## src/hw/rtl/jsv_pkg.sv

```systemverilog
`timescale 1ns / 1ps
`default_nettype none
package jsv_pkg;

  localparam int MaxNesting = 128;
  localparam int LevelBits = $clog2(MaxNesting + 1);
  localparam int StackIdxBits = $clog2(MaxNesting);
  localparam int OffsetBits = 32;

  typedef enum logic [4:0] {
    E_NONE       = 5'd0,
    E_TRAILING   = 5'd1,
    E_DEPTH      = 5'd2,
    E_KEYWORD    = 5'd3,
    E_NUMBER     = 5'd4,
    E_FRACTION   = 5'd5,
    E_EXPONENT   = 5'd6,
    E_HEX        = 5'd7,
    E_QUOTE      = 5'd8,
    E_UNTERM     = 5'd9,
    E_ESC_END    = 5'd10,
    E_SURROGATE  = 5'd11,
    E_LOW_SURR   = 5'd12,
    E_ESCAPE     = 5'd13,
    E_ARR_SEP    = 5'd14,
    E_COLON      = 5'd15,
    E_OBJ_SEP    = 5'd16
  } err_t;

  localparam logic [1:0] KW_TRUE = 2'd0;
  localparam logic [1:0] KW_FALSE = 2'd1;
  localparam logic [1:0] KW_NULL = 2'd2;

  // Expected byte of keyword sel at index idx; zero past the end.
  function automatic logic [7:0] kw_char(input logic [1:0] sel, input logic [2:0] idx);
    logic [7:0] r;
    r = 8'h00;
    case (sel)
      KW_TRUE: begin
        case (idx)
          3'd0: r = "t";
          3'd1: r = "r";
          3'd2: r = "u";
          3'd3: r = "e";
          default: r = 8'h00;
        endcase
      end
      KW_FALSE: begin
        case (idx)
          3'd0: r = "f";
          3'd1: r = "a";
          3'd2: r = "l";
          3'd3: r = "s";
          3'd4: r = "e";
          default: r = 8'h00;
        endcase
      end
      KW_NULL: begin
        case (idx)
          3'd0: r = "n";
          3'd1: r = "u";
          3'd2: r = "l";
          3'd3: r = "l";
          default: r = 8'h00;
        endcase
      end
      default: r = 8'h00;
    endcase
    return r;
  endfunction

  function automatic logic [2:0] kw_len(input logic [1:0] sel);
    logic [2:0] r;
    case (sel)
      KW_FALSE: r = 3'd5;
      default: r = 3'd4;
    endcase
    return r;
  endfunction

endpackage
`default_nettype wire

```

## src/hw/rtl/json_syntax_validator_top.sv

```systemverilog
`timescale 1ns / 1ps
`default_nettype none
// Channel   Direction  Handshake           Payload
// input     in         in_valid/in_stall   kind, byte_value
// result    out        out_valid/out_stall done_res, accepted, error_kind, error_offset
// config    in         APB                 depth_limit at address 0
//
// One item is taken per cycle unless the result is stalled; its result is in
// the output register in the next cycle; the lexer state register sets this.
// Reset is synchronous and returns the document state and depth_limit to 128.
// A stalled result holds; a new item is taken whenever the result register is
// empty or being emptied in the same cycle.
module json_syntax_validator_top (
  input  wire logic        clk,
  input  wire logic        rst,
  input  wire logic        in_valid,
  output logic             in_stall,
  input  wire logic        kind,
  input  wire logic [7:0]  byte_value,
  output logic             out_valid,
  input  wire logic        out_stall,
  output logic             done_res,
  output logic             accepted,
  output logic [4:0]       error_kind,
  output logic [31:0]      error_offset,
  input  wire logic        psel,
  input  wire logic        penable,
  input  wire logic        pwrite,
  input  wire logic [1:0]  paddr,
  input  wire logic [31:0] pwdata,
  output logic [31:0]      prdata,
  output logic             pready
);

  typedef enum logic [4:0] {
    P_VALUE, P_END, P_ARR_FIRST, P_ARR_NEXT, P_OBJ_FIRST, P_OBJ_KEY,
    P_OBJ_COLON, P_OBJ_NEXT, P_KW, P_N_SIGN, P_N_INT, P_N_FRAC0, P_N_FRAC,
    P_N_EXP0, P_N_EXPS, P_N_EXP, P_S_BODY, P_S_ESC, P_S_HEX, P_S_HEXLO,
    P_S_SURR_BS, P_S_SURR_U
  } phase_t;

  localparam logic [1:0] ADDR_DEPTH_LIMIT = 2'd0;
  localparam logic [31:0] OFF_MAX = '1;

  logic [7:0] depth_limit;
  logic stack [jsv_pkg::MaxNesting];
  logic [jsv_pkg::LevelBits-1:0] level, level_next;
  phase_t phase, phase_next;
  logic [31:0] byte_count;
  logic [15:0] hex_acc, hex_acc_next;
  logic [2:0] hex_seen, hex_seen_next;
  logic [31:0] kw_start, kw_start_next;
  logic [4:0] err, err_next;
  logic [31:0] err_off, err_off_next;
  logic is_key, is_key_next;
  logic [1:0] kw_sel, kw_sel_next;
  logic [2:0] kw_idx, kw_idx_next;
  logic push;
  logic pop;
  logic [jsv_pkg::StackIdxBits-1:0] push_idx;
  logic push_obj;

  // The two innermost container kinds are kept in registers; the stack array
  // is read one level further down with registered data.
  logic top_kind;
  logic below_kind;
  logic stack_rd;
  logic [jsv_pkg::LevelBits-1:0] level_upd;

  logic take;
  logic c_ws, c_dig, c_end;
  logic [7:0] c;
  logic [31:0] pos, pos_inc;
  logic [8:0] lim;
  logic top_obj;
  logic [4:0] hv;
  logic [15:0] hacc;
  logic cfg_wr;

  assign take = in_valid && !in_stall;
  assign in_stall = out_valid && out_stall;
  assign cfg_wr = psel && penable && pwrite && pready;
  assign pready = 1'b1;
  assign prdata = (paddr == ADDR_DEPTH_LIMIT) ? {24'd0, depth_limit} : 32'd0;

  assign c = byte_value;
  assign c_end = kind;
  assign pos = byte_count;
  assign pos_inc = (byte_count == OFF_MAX) ? OFF_MAX : byte_count + 32'd1;
  assign c_ws = !c_end && (c == 8'h20 || c == 8'h09 || c == 8'h0A || c == 8'h0D);
  assign c_dig = !c_end && c >= "0" && c <= "9";
  assign lim = (depth_limit > 8'(jsv_pkg::MaxNesting)) ? 9'(jsv_pkg::MaxNesting)
                                                       : {1'b0, depth_limit};
  assign top_obj = (level == '0) ? 1'b0 : top_kind;

  always_comb begin
    hv = 5'h10;
    if (!c_end) begin
      if (c >= "0" && c <= "9") hv = {1'b0, 4'(c - "0")};
      else if (c >= "a" && c <= "f") hv = {1'b0, 4'(c - "a" + 8'd10)};
      else if (c >= "A" && c <= "F") hv = {1'b0, 4'(c - "A" + 8'd10)};
    end
  end
  assign hacc = {hex_acc[11:0], hv[3:0]};

  // Lexer step. Number endings re-run the delimiter in the container phase,
  // which is inlined here as the after-value phase evaluation.
  always_comb begin
    logic [4:0] fk;
    logic [31:0] fo;
    logic vd;
    logic sv;
    logic cl;
    phase_t after;
    logic [jsv_pkg::LevelBits-1:0] lvl_c;
    logic obj_c;
    fk = jsv_pkg::E_NONE;
    fo = pos;
    vd = 1'b0;
    sv = 1'b0;
    cl = 1'b0;
    phase_next = phase;
    level_next = level;
    hex_acc_next = hex_acc;
    hex_seen_next = hex_seen;
    kw_start_next = kw_start;
    is_key_next = is_key;
    kw_sel_next = kw_sel;
    kw_idx_next = kw_idx;
    push = 1'b0;
    push_idx = jsv_pkg::StackIdxBits'(level);
    push_obj = (c == "{");
    after = P_END;
    lvl_c = level;
    obj_c = top_obj;

    case (phase)
      P_VALUE: if (!c_ws) sv = 1'b1;
      P_END: if (!c_end && !c_ws) fk = jsv_pkg::E_TRAILING;
      P_ARR_FIRST: begin
        if (!c_ws) begin
          if (!c_end && c == "]") cl = 1'b1;
          else sv = 1'b1;
        end
      end
      P_ARR_NEXT: begin
        if (!c_ws) begin
          if (!c_end && c == "]") cl = 1'b1;
          else if (!c_end && c == ",") phase_next = P_VALUE;
          else fk = jsv_pkg::E_ARR_SEP;
        end
      end
      P_OBJ_FIRST, P_OBJ_KEY: begin
        if (!c_ws) begin
          if (!c_end && c == "}" && phase == P_OBJ_FIRST) cl = 1'b1;
          else if (!c_end && c == "\"") begin
            is_key_next = 1'b1;
            phase_next = P_S_BODY;
          end else fk = jsv_pkg::E_QUOTE;
        end
      end
      P_OBJ_COLON: begin
        if (!c_ws) begin
          if (!c_end && c == ":") phase_next = P_VALUE;
          else fk = jsv_pkg::E_COLON;
        end
      end
      P_OBJ_NEXT: begin
        if (!c_ws) begin
          if (!c_end && c == "}") cl = 1'b1;
          else if (!c_end && c == ",") phase_next = P_OBJ_KEY;
          else fk = jsv_pkg::E_OBJ_SEP;
        end
      end
      P_KW: begin
        if (c_end || kw_idx >= jsv_pkg::kw_len(kw_sel) ||
            c != jsv_pkg::kw_char(kw_sel, kw_idx)) begin
          fk = jsv_pkg::E_KEYWORD;
          fo = kw_start;
        end else begin
          kw_idx_next = kw_idx + 3'd1;
          if (kw_idx + 3'd1 == jsv_pkg::kw_len(kw_sel)) vd = 1'b1;
        end
      end
      P_N_SIGN: begin
        if (c_dig) phase_next = P_N_INT;
        else fk = jsv_pkg::E_NUMBER;
      end
      P_N_INT, P_N_FRAC, P_N_EXP: begin
        if (c_dig) begin
        end else if (!c_end && c == "." && phase == P_N_INT) phase_next = P_N_FRAC0;
        else if (!c_end && (c == "e" || c == "E") && phase != P_N_EXP)
          phase_next = P_N_EXP0;
        else begin
          // Value ends; the same byte goes to the enclosing phase.
          if (level == '0) begin
            if (!c_end && !c_ws) fk = jsv_pkg::E_TRAILING;
            phase_next = P_END;
          end else if (top_obj) begin
            phase_next = P_OBJ_NEXT;
            if (!c_ws) begin
              if (!c_end && c == "}") cl = 1'b1;
              else if (!c_end && c == ",") phase_next = P_OBJ_KEY;
              else fk = jsv_pkg::E_OBJ_SEP;
            end
          end else begin
            phase_next = P_ARR_NEXT;
            if (!c_ws) begin
              if (!c_end && c == "]") cl = 1'b1;
              else if (!c_end && c == ",") phase_next = P_VALUE;
              else fk = jsv_pkg::E_ARR_SEP;
            end
          end
        end
      end
      P_N_FRAC0: begin
        if (c_dig) phase_next = P_N_FRAC;
        else fk = jsv_pkg::E_FRACTION;
      end
      P_N_EXP0: begin
        if (!c_end && (c == "+" || c == "-")) phase_next = P_N_EXPS;
        else if (c_dig) phase_next = P_N_EXP;
        else fk = jsv_pkg::E_EXPONENT;
      end
      P_N_EXPS: begin
        if (c_dig) phase_next = P_N_EXP;
        else fk = jsv_pkg::E_EXPONENT;
      end
      P_S_BODY: begin
        if (c_end) fk = jsv_pkg::E_UNTERM;
        else if (c == "\"") begin
          if (is_key) phase_next = P_OBJ_COLON;
          else vd = 1'b1;
        end else if (c == "\\") phase_next = P_S_ESC;
      end
      P_S_ESC: begin
        if (c_end) fk = jsv_pkg::E_ESC_END;
        else if (c == "u") begin
          hex_acc_next = '0;
          hex_seen_next = '0;
          phase_next = P_S_HEX;
        end else if (c == "\"" || c == "\\" || c == "/" || c == "b" || c == "f" ||
                     c == "n" || c == "r" || c == "t") phase_next = P_S_BODY;
        else begin
          fk = jsv_pkg::E_ESCAPE;
          fo = pos_inc;
        end
      end
      P_S_HEX, P_S_HEXLO: begin
        if (hv[4]) fk = jsv_pkg::E_HEX;
        else begin
          hex_acc_next = hacc;
          hex_seen_next = hex_seen + 3'd1;
          if (hex_seen == 3'd3) begin
            if (phase == P_S_HEX) begin
              phase_next = (hacc >= 16'hD800 && hacc <= 16'hDBFF) ? P_S_SURR_BS
                                                                  : P_S_BODY;
            end else if (hacc < 16'hDC00 || hacc > 16'hDFFF) begin
              fk = jsv_pkg::E_LOW_SURR;
              fo = pos_inc;
            end else phase_next = P_S_BODY;
          end
        end
      end
      P_S_SURR_BS: begin
        if (!c_end && c == "\\") phase_next = P_S_SURR_U;
        else fk = jsv_pkg::E_SURROGATE;
      end
      P_S_SURR_U: begin
        if (!c_end && c == "u") begin
          hex_acc_next = '0;
          hex_seen_next = '0;
          phase_next = P_S_HEXLO;
        end else fk = jsv_pkg::E_SURROGATE;
      end
      default: phase_next = P_VALUE;
    endcase

    if (sv) begin
      if ({1'b0, level} + 9'd1 > lim) fk = jsv_pkg::E_DEPTH;
      else if (c_end) fk = jsv_pkg::E_NUMBER;
      else if (c == "{" || c == "[") begin
        push = 1'b1;
        level_next = level + 1'b1;
        phase_next = (c == "{") ? P_OBJ_FIRST : P_ARR_FIRST;
      end else if (c == "\"") begin
        is_key_next = 1'b0;
        phase_next = P_S_BODY;
      end else if (c == "t" || c == "f" || c == "n") begin
        kw_sel_next = (c == "t") ? jsv_pkg::KW_TRUE
                    : (c == "f") ? jsv_pkg::KW_FALSE : jsv_pkg::KW_NULL;
        kw_idx_next = 3'd1;
        kw_start_next = pos;
        phase_next = P_KW;
      end else if (c == "-") phase_next = P_N_SIGN;
      else if (c_dig) phase_next = P_N_INT;
      else fk = jsv_pkg::E_NUMBER;
    end

    if (cl) begin
      if (level != '0) lvl_c = level - 1'b1;
      level_next = lvl_c;
      obj_c = (lvl_c == '0) ? 1'b0 : below_kind;
      vd = 1'b1;
    end
    if (vd) begin
      if (lvl_c == '0) after = P_END;
      else after = obj_c ? P_OBJ_NEXT : P_ARR_NEXT;
      phase_next = after;
    end

    err_next = err;
    err_off_next = err_off;
    if (err == jsv_pkg::E_NONE && fk != jsv_pkg::E_NONE) begin
      err_next = fk;
      err_off_next = fo;
    end
    pop = cl;
    if (err != jsv_pkg::E_NONE) begin
      push = 1'b0;
      pop = 1'b0;
    end
  end

  always_comb begin
    level_upd = level;
    if (take) begin
      if (c_end) level_upd = '0;
      else if (err == jsv_pkg::E_NONE) level_upd = level_next;
    end
  end

  always_ff @(posedge clk) begin
    if (rst) begin
      depth_limit <= 8'd128;
    end else if (cfg_wr && paddr == ADDR_DEPTH_LIMIT) begin
      depth_limit <= pwdata[7:0];
    end
  end

  always_ff @(posedge clk) begin
    if (take && push) stack[push_idx] <= push_obj;
    stack_rd <= stack[jsv_pkg::StackIdxBits'(level_upd - jsv_pkg::LevelBits'(3))];
  end

  always_ff @(posedge clk) begin
    if (take && !c_end && push) begin
      top_kind <= push_obj;
      below_kind <= top_kind;
    end else if (take && !c_end && pop) begin
      top_kind <= below_kind;
      below_kind <= stack_rd;
    end
  end

  always_ff @(posedge clk) begin
    if (rst) begin
      phase <= P_VALUE;
      level <= '0;
      byte_count <= '0;
      hex_acc <= '0;
      hex_seen <= '0;
      kw_start <= '0;
      err <= jsv_pkg::E_NONE;
      err_off <= '0;
      is_key <= 1'b0;
      kw_sel <= '0;
      kw_idx <= '0;
      out_valid <= 1'b0;
    end else begin
      out_valid <= take || (out_valid && out_stall);
      if (take) begin
        done_res <= c_end;
        accepted <= c_end && err_next == jsv_pkg::E_NONE;
        error_kind <= c_end ? err_next : 5'd0;
        error_offset <= (c_end && err_next != jsv_pkg::E_NONE) ? err_off_next : 32'd0;
        if (c_end) begin
          phase <= P_VALUE;
          level <= '0;
          byte_count <= '0;
          hex_acc <= '0;
          hex_seen <= '0;
          kw_start <= '0;
          err <= jsv_pkg::E_NONE;
          err_off <= '0;
          is_key <= 1'b0;
          kw_sel <= '0;
          kw_idx <= '0;
        end else begin
          byte_count <= pos_inc;
          err <= err_next;
          err_off <= err_off_next;
          if (err == jsv_pkg::E_NONE) begin
            phase <= phase_next;
            level <= level_next;
            hex_acc <= hex_acc_next;
            hex_seen <= hex_seen_next;
            kw_start <= kw_start_next;
            is_key <= is_key_next;
            kw_sel <= kw_sel_next;
            kw_idx <= kw_idx_next;
          end
        end
      end
    end
  end

endmodule
`default_nettype wire

```

## config.mk

```make
export PLATFORM = sky130hd
export DESIGN_NAME = json_syntax_validator_top
export DESIGN_NICKNAME = d
export VERILOG_FILES = /design/src/hw/rtl/jsv_pkg.sv /design/src/hw/rtl/json_syntax_validator_top.sv
export SDC_FILE = /design/constraint.sdc
export NUM_CORES = 1
export LEC_CHECK = 0
export ABC_AREA = 1
export BUFFER_PORTS_ARGS = -buffer_cell sky130_fd_sc_hd__buf_4
export CAP_MARGIN = 10
export CORE_AREA = 2 2 189 191
export CTS_CLUSTER_DIAMETER = 40
export DETAILED_ROUTE_END_ITERATION = 16
export DIE_AREA = 0 0 191 193
export HOLD_SLACK_MARGIN = 0.1
export PLACE_DENSITY = 0.84
export SLEW_MARGIN = 15
export SYNTH_ARGS = -nofsm -noshare
export SYNTH_HDL_FRONTEND = slang
export SYNTH_SLANG_ARGS = --single-unit
```

## constraint.sdc

```tcl
create_clock -name clk -period 11.91 [get_ports clk]
set_input_delay 2.382 -clock clk [delete_from_list [all_inputs] [get_ports clk]]
set_output_delay 2.382 -clock clk [all_outputs]
set_load 0.02 [all_outputs]
```

Word-level counts from Yosys, hierarchy flattened
Memories as Yosys holds them, arrays and structs flattened. A register that Yosys moved wholly into a read port is not among the register bits.
Cells that the tools add are included.
Storage, ports and cells
  register bits after elaboration: 185
  RAM bits: 128
  input bits: 50
  output and inout port bits: 74
  memories kept: 1
Memory list
  stack: depth 128, bits a word 1, read ports 1, clocked after Yosys merged registers in 1, wr ports 1, line json_syntax_validator_top.sv:46  | logic stack [jsv_pkg::MaxNesting];
Operators by class
  add/subtract/negate cells: 12
  $lt $le $gt $ge: 13
  equal/unequal tests: 62
  mux-type cells: 218
  bitwise gates (word level): 1
  reductions and logical operators: 83
Operator list (number)
  2-to-1 mux 32 bit: 19
  2-to-1 mux 5 bit: 63
  equality test 8 x 7 -> 1 bit, second input constant: 13
  2-to-1 mux 8 bit: 13
  case mux 32 bit (3 select lines): 1
  case mux 5 bit (16 select lines): 1
  2-to-1 mux 3 bit: 25
  case mux 5 bit (15 select lines): 1
  2-to-1 mux 4 bit: 18
  equality test 8 x 6 -> 1 bit, second input constant: 8
  2-to-1 mux 12 bit: 5
  2-to-1 mux 1 bit: 47
  equality test 5 x 4 -> 1 bit, second input constant: 8
  case mux 12 bit (3 select lines): 1
  case mux 7 bit (5 select lines): 1
  logical AND 1 bit: 33
  adder 32 x 1 -> 32 bit, second input constant: 1
  equality test 32 bit, second input constant: 1
  2-to-1 mux 2 bit: 16
  equality test 5 bit, second input constant: 6
  case mux 7 bit (4 select lines): 1
  equality test 8 x 4 -> 1 bit, second input constant: 3
  zero test 8 bit: 3
  case mux 8 bit (3 select lines): 1
  other kinds (51): 100

Longest topological paths before layout
  word-level depth: 26
  gate-level depth with buffers: 30
  depth with buffers taken out: 29

Worst setup path before layout
Ideal clock, no wire load.
  path kind: input to register
  from: in byte_value[4]
  to: reg phase[1]
  library setup time: 132 ps
  data arrival time: 6491 ps
  data required time: 11778 ps
  setup slack: 5287 ps
  cell stages on the path: 10
  cell sequence: buf_2 nand2_1 inv_2 nand2_1 nor2_1 o21ai_0 nand2_1 nand2_1 nand2_1 a21oi_1
RTL lines
  start: declaration: line json_syntax_validator_top.sv:19  | input wire logic [7:0] byte_value,
  equality test 8 x 7 -> 1 bit *
  via push_obj: line json_syntax_validator_top.sv:61  | logic push_obj;
  2-to-1 mux 3 bit or logical OR 1 bit (tied branches): line json_syntax_validator_top.sv:285, json_syntax_validator_top.sv:282
  2-to-1 mux 5 bit *: line json_syntax_validator_top.sv:282  | else if (c == "{" || c == "[") begin
  2-to-1 mux 5 bit *: line json_syntax_validator_top.sv:280  | if ({1'b0, level} + 9'd1 > lim) fk = jsv_pkg::E_DEPTH;
  2-to-1 mux 5 bit *: line json_syntax_validator_top.sv:279  | if (sv) begin
  2-to-1 mux 5 bit *: line json_syntax_validator_top.sv:306  | if (vd) begin
  2-to-1 mux 5 bit *: line json_syntax_validator_top.sv:393  | if (err == jsv_pkg::E_NONE) begin
  2-to-1 mux 5 bit *: line json_syntax_validator_top.sv:377  | if (c_end) begin
  end signal: assignment: line json_syntax_validator_top.sv:394  | phase <= phase_next;
  end: declaration: line json_syntax_validator_top.sv:48  | phase_t phase, phase_next;
Mark *: on every way through the listed nets, which the timed path passes. The rest lies on a longest branch. The select of a mux whose other input is x is not followed.
A chain may end at the register's enable or synchronous reset.

Worst setup path in the final report
  from: in kind
  to: reg stack_rd (read register of stack)
Between the ends
  cells in the longest elaborated chain, start to end: 15
RTL lines
  start: declaration: line json_syntax_validator_top.sv:18  | input wire logic kind,
  zero test 1 bit
  logical AND 1 bit, on equally long branches
  2-to-1 mux 1 bit, on equally long branches
  2-to-1 mux 1 bit, on equally long branches: line json_syntax_validator_top.sv:208, json_syntax_validator_top.sv:169
  2-to-1 mux 1 bit: line json_syntax_validator_top.sv:199  | end else if (top_obj) begin
  2-to-1 mux 1 bit: line json_syntax_validator_top.sv:196  | if (level == '0) begin
  2-to-1 mux 1 bit: line json_syntax_validator_top.sv:192  | else if (!c_end && (c == "e" || c == "E") && phase != P_N_EXP)
  2-to-1 mux 1 bit: line json_syntax_validator_top.sv:191  | end else if (!c_end && c == "." && phase == P_N_INT) phase_next = P_N_FRAC0;
  2-to-1 mux 1 bit: line json_syntax_validator_top.sv:190  | if (c_dig) begin
  case mux 1 bit (4 select lines): line json_syntax_validator_top.sv:137  | case (phase)
  2-to-1 mux 8 bit: line json_syntax_validator_top.sv:300  | if (cl) begin
  2-to-1 mux 8 bit: line json_syntax_validator_top.sv:329  | else if (err == jsv_pkg::E_NONE) level_upd = level_next;
  2-to-1 mux 8 bit *: line json_syntax_validator_top.sv:328  | if (c_end) level_upd = '0;
  2-to-1 mux 8 bit *: line json_syntax_validator_top.sv:327  | if (take) begin
  via level_upd (one bit): line json_syntax_validator_top.sv:68  | logic [jsv_pkg::LevelBits-1:0] level_upd;
  subtractor 7 x 2 -> 7 bit *: line json_syntax_validator_top.sv:343  | stack_rd <= stack[jsv_pkg::StackIdxBits'(level_upd - jsv_pkg::LevelBits'(3))];
  end: declaration: line json_syntax_validator_top.sv:67  | logic stack_rd;
Mark *: on every way through the listed nets, which the timed path passes. The rest lies on a longest branch.

==> metrics.cfg <==
[grt]
gr-usage-met3_pct = 5.23
grt_overflow = 0
antenna_found_initial = 0
grt_max_degree = 131
grt_use_met1_pct = 39.5
track_usage_pct = 30.9
grt_pass1_vias = 17800
top_usage_layer = met2
met2_usage_pct = 50.7
grt_first_pass_wirelength_um = 90500

[route]
remaining_drc_errors = 0
drt.antenna.violating_nets = 0
drt_wl_total_um = 57400
drt_pre_antenna_iters = 6
viasPerCell = 5.83
via_count = 18500
wire_per_inst_um = 18.1
drt_iter0_drc = 2228

[clocking]
cts_buffers = 45
clock_sinks = 314
cts_resized = 0
cts_tree = done
postCtsSetupBuffers = 0
cts_max_level = 2
clockBufferDepth = 3
clock_latency_ns = 0.58
clk_pin_slew_ns = 0.06
root_buffer = clkbuf_16
cts_hold_buf = 0

[setup_path]
ff2ff_path_depth = 29
critical_path_class = in2reg
cp-start-kind = primary input
cp_max_fo = 76
crit_required_ns = 12.38
end_kind = register
regToRegSetupSlack_ns = 4.79
cp.arrival_ns = 8.22

[outcome]
status = finished clean

[timing]
fmax_mhz = 129
setup_ws_ns = 4.16
hold_violations = 0
rsz0062_at_grt = no
tightest_slew_ns = 1.20
setup_viol = 0
setup_tns_ns = 0
final_max_slew_viol_count = 0
hold_slack_ns = 0.458
finalCriticalPeriod_ns = 7.75
finalCritPeriodShare_pct = 65.0
relSlewSlack_pct = 20.3
fin_skew_ns = 0.0357

[yosys]
synth-adder-area-share_pct = 1.72
synth_top_cell_by_area = edfxtp_1
avgSynthCellArea_um2 = 7.08
synth_top_area_share_pct = 26.8
syn_inst = 2672
yosysWarnings = 0
synth_top_family_by_area = simple AND/OR/NAND/NOR gates
ys_ff_latch = 314
synth_area_leaders = edfxtp_1 27%, dfxtp_1 15%, nand2_1 13%, nand3_1 6.8%, nor2_1 6.7%
syn_area_mm2 = 0.0189
synthXorXnorAreaFrac_pct = 1.16
ys_seq_area_share_pct = 42.2
ys.flop_type = edfxtp_1
synth.area.mux_share_pct = 0
synth_edf_count = 169
synthSimpleGateAreaFrac_pct = 33.0
ys_types = 59
synth_compound_area_share_pct = 11.1
ys_async_sr_fraction_pct = 0

[place]
hpwl_um = 36900
dp_cells = 3086
place.gp.congestion = 0.967
post-place-ws_ns = 3.81
port_buffers = 74

[die]
row_count = 69
dieArea_mm2 = 0.0369
ioPinCount = 124
start_util_pct = 54.1
coreArea_mm2 = 0.0350
dieHeight_um = 193
die_width_um = 191

[pwr]
powerDensity_mw_per_mm2 = 131
internal_power_mw = 2.04
clkPwrFrac_pct = 50.0
p_comb_share_pct = 8.1
totalPowerFinal_mw = 2.75
peakVddDrop_mv = 0.0856
switchingPower_mw = 0.713
power_switching_share_pct = 25.9
seqPwrFrac_pct = 41.9
p_leak_nw = 8.50

[layout]
n_antenna_cell = 0
regArea_mm2 = 0.00798
multi_input_area_mm2 = 0.00901
layout-drive-gt1-share_pct = 8.86
fill_cells = 3090
nets = 2749
instances_no_fill = 3171
synthToLayoutAreaGrowth_pct = 11.3

[min_path]
holdPathStages = 2
hold_path_class = reg2reg

[job]
max_cap_viol_count = 0

[registers in the layout (all words and copies together), names as in the netlist, 8 cells and up]
| register | cells |
|---|---|
| level | 8 |
| hex_acc | 12 |
| error_offset | 32 |
| depth_limit | 8 |
| stack | 128 |
| byte_count | 32 |
| err_off | 32 |
| kw_start | 32 |
[critical path, stage by stage]
cell and delay [ns]:
buf_4 0.23, inv_2 0.08, buf_4 0.63, nand4_1 0.26, nor3_1 0.44, nor2_1 0.14
nand2_4 0.22, inv_4 0.08, nand2_4 0.12, nand4_2 0.09, buf_4 0.32, nand3_4 0.15
buf_4 0.66, inv_4 0.18, ha_1 0.35, buf_4 0.35, clkinv_1 0.21, buf_4 0.30
nand3_1 0.14, nand3_1 0.11, nand3_1 0.18, nand3_1 0.13, nand3_1 0.12, nand2_1 0.08
nand2_1 0.07, nand2_1 0.05
[synthesized netlist by cell type, drive strengths merged (2+ instances only)]
| cell | n |
|---|---|
| o2111ai | 6 |
| nand3 | 263 |
| buf | 76 |
| a221oi | 3 |
| nor4b | 2 |
| a21oi | 188 |
| o221ai | 4 |
| a21boi | 2 |
| o21ai | 99 |
| nand2 | 686 |
| nor3 | 32 |
| a31oi | 13 |
| or2 | 10 |
| inv | 321 |
| nand4 | 82 |
| dfxtp | 145 |
| nor2 | 356 |
| nor3b | 2 |
| o31ai | 2 |
| ha | 26 |
| nor4 | 9 |
| o21bai | 2 |
| edfxtp | 169 |
| clkinv | 7 |
| o22ai | 3 |
| a211oi | 9 |
| a41oi | 7 |
| nand3b | 4 |
| conb | 2 |
| clkbuf | 84 |
| xor2 | 25 |
| o211ai | 23 |
[stage by stage]
step / instance area [µm²] / util (%)
finish: 21100 / 60.2
global route: 21100 / 60.2
CTS: 21000 / 60.2
detailed placement: 19500 / 55.7
global placement: 19500 / 55.7
floorplan: 19000 / -
[cells in the final DEF, fill, tap and decap left out, drive strengths merged, types with 2 or more instances in the layout]
cell / n
nor4: 9
a41oi: 7
bufinv: 5
or2: 10
ha: 26
o21bai: 2
a31oi: 13
clkinv: 18
o22ai: 3
a21oi: 188
nand2: 686
nand3: 263
a21boi: 2
a211oi: 9
nand3b: 4
inv: 331
xor2: 25
o21ai: 99
edfxtp: 169
o211ai: 23
nor3b: 2
clkbuf: 51
nor4b: 2
o2111ai: 6
conb: 25
buf: 91
a221oi: 3
o31ai: 2
nand4: 82
dfxtp: 145
o221ai: 4
nor2: 356
nor3: 32
clkinvlp: 7
[cell families after synthesis]
| logic type | Yosys count |
|---|---|
| AOI/OAI and AO/OA | 370 |
| xor gates and xnor gates | 25 |
| adders and majority gates | 26 |
| buffers and inverters | 488 |
| DFF | 314 |
| other | 2 |
| and+or+nand+nor | 1447 |
[layer usage]
metal / vias to the layer above / share of wire (%)
li1: 8757 / -
met2: 979 / 47
met4: 0 / 4.4
met1: 8562 / 40
met3: 204 / 9.0
met5: - / 0
[layout make-up]
type	count	share of cell area (%)
clock buffer	51	5.65
clock inverter	33	1.75
sequential	314	37.9
inverter	328	5.87
tap	461	2.74
timing repair buffer	91	3.30
multi-input combinational	1893	42.8
[power by group through the flow]
| stage | clock [mW] | combinational, mW | sequential [mW] |
|---|---|---|---|
| global route | 1.43 | 0.242 | 1.15 |
| floorplan | 0 | 0.154 | 1.18 |
| global placement | 0 | 0.211 | 1.18 |
| detailed placement | 0 | 0.216 | 1.18 |
| finish | 1.38 | 0.223 | 1.15 |
| CTS | 1.39 | 0.218 | 1.15 |
[final timing paths]
check / end / startpoint
worst max-delay path: stack_rd$_DFF_P_ / kind
worst min-delay path: hex_acc[4]$_SDFFE_PP0P_ / hex_acc[4]$_SDFFE_PP0P_
worst min register to register: hex_acc[4]$_SDFFE_PP0P_ / hex_acc[4]$_SDFFE_PP0P_
worst max register to register: stack_rd$_DFF_P_ / level[2]$_SDFF_PP0_
Power figures use the tool's default switching activity.
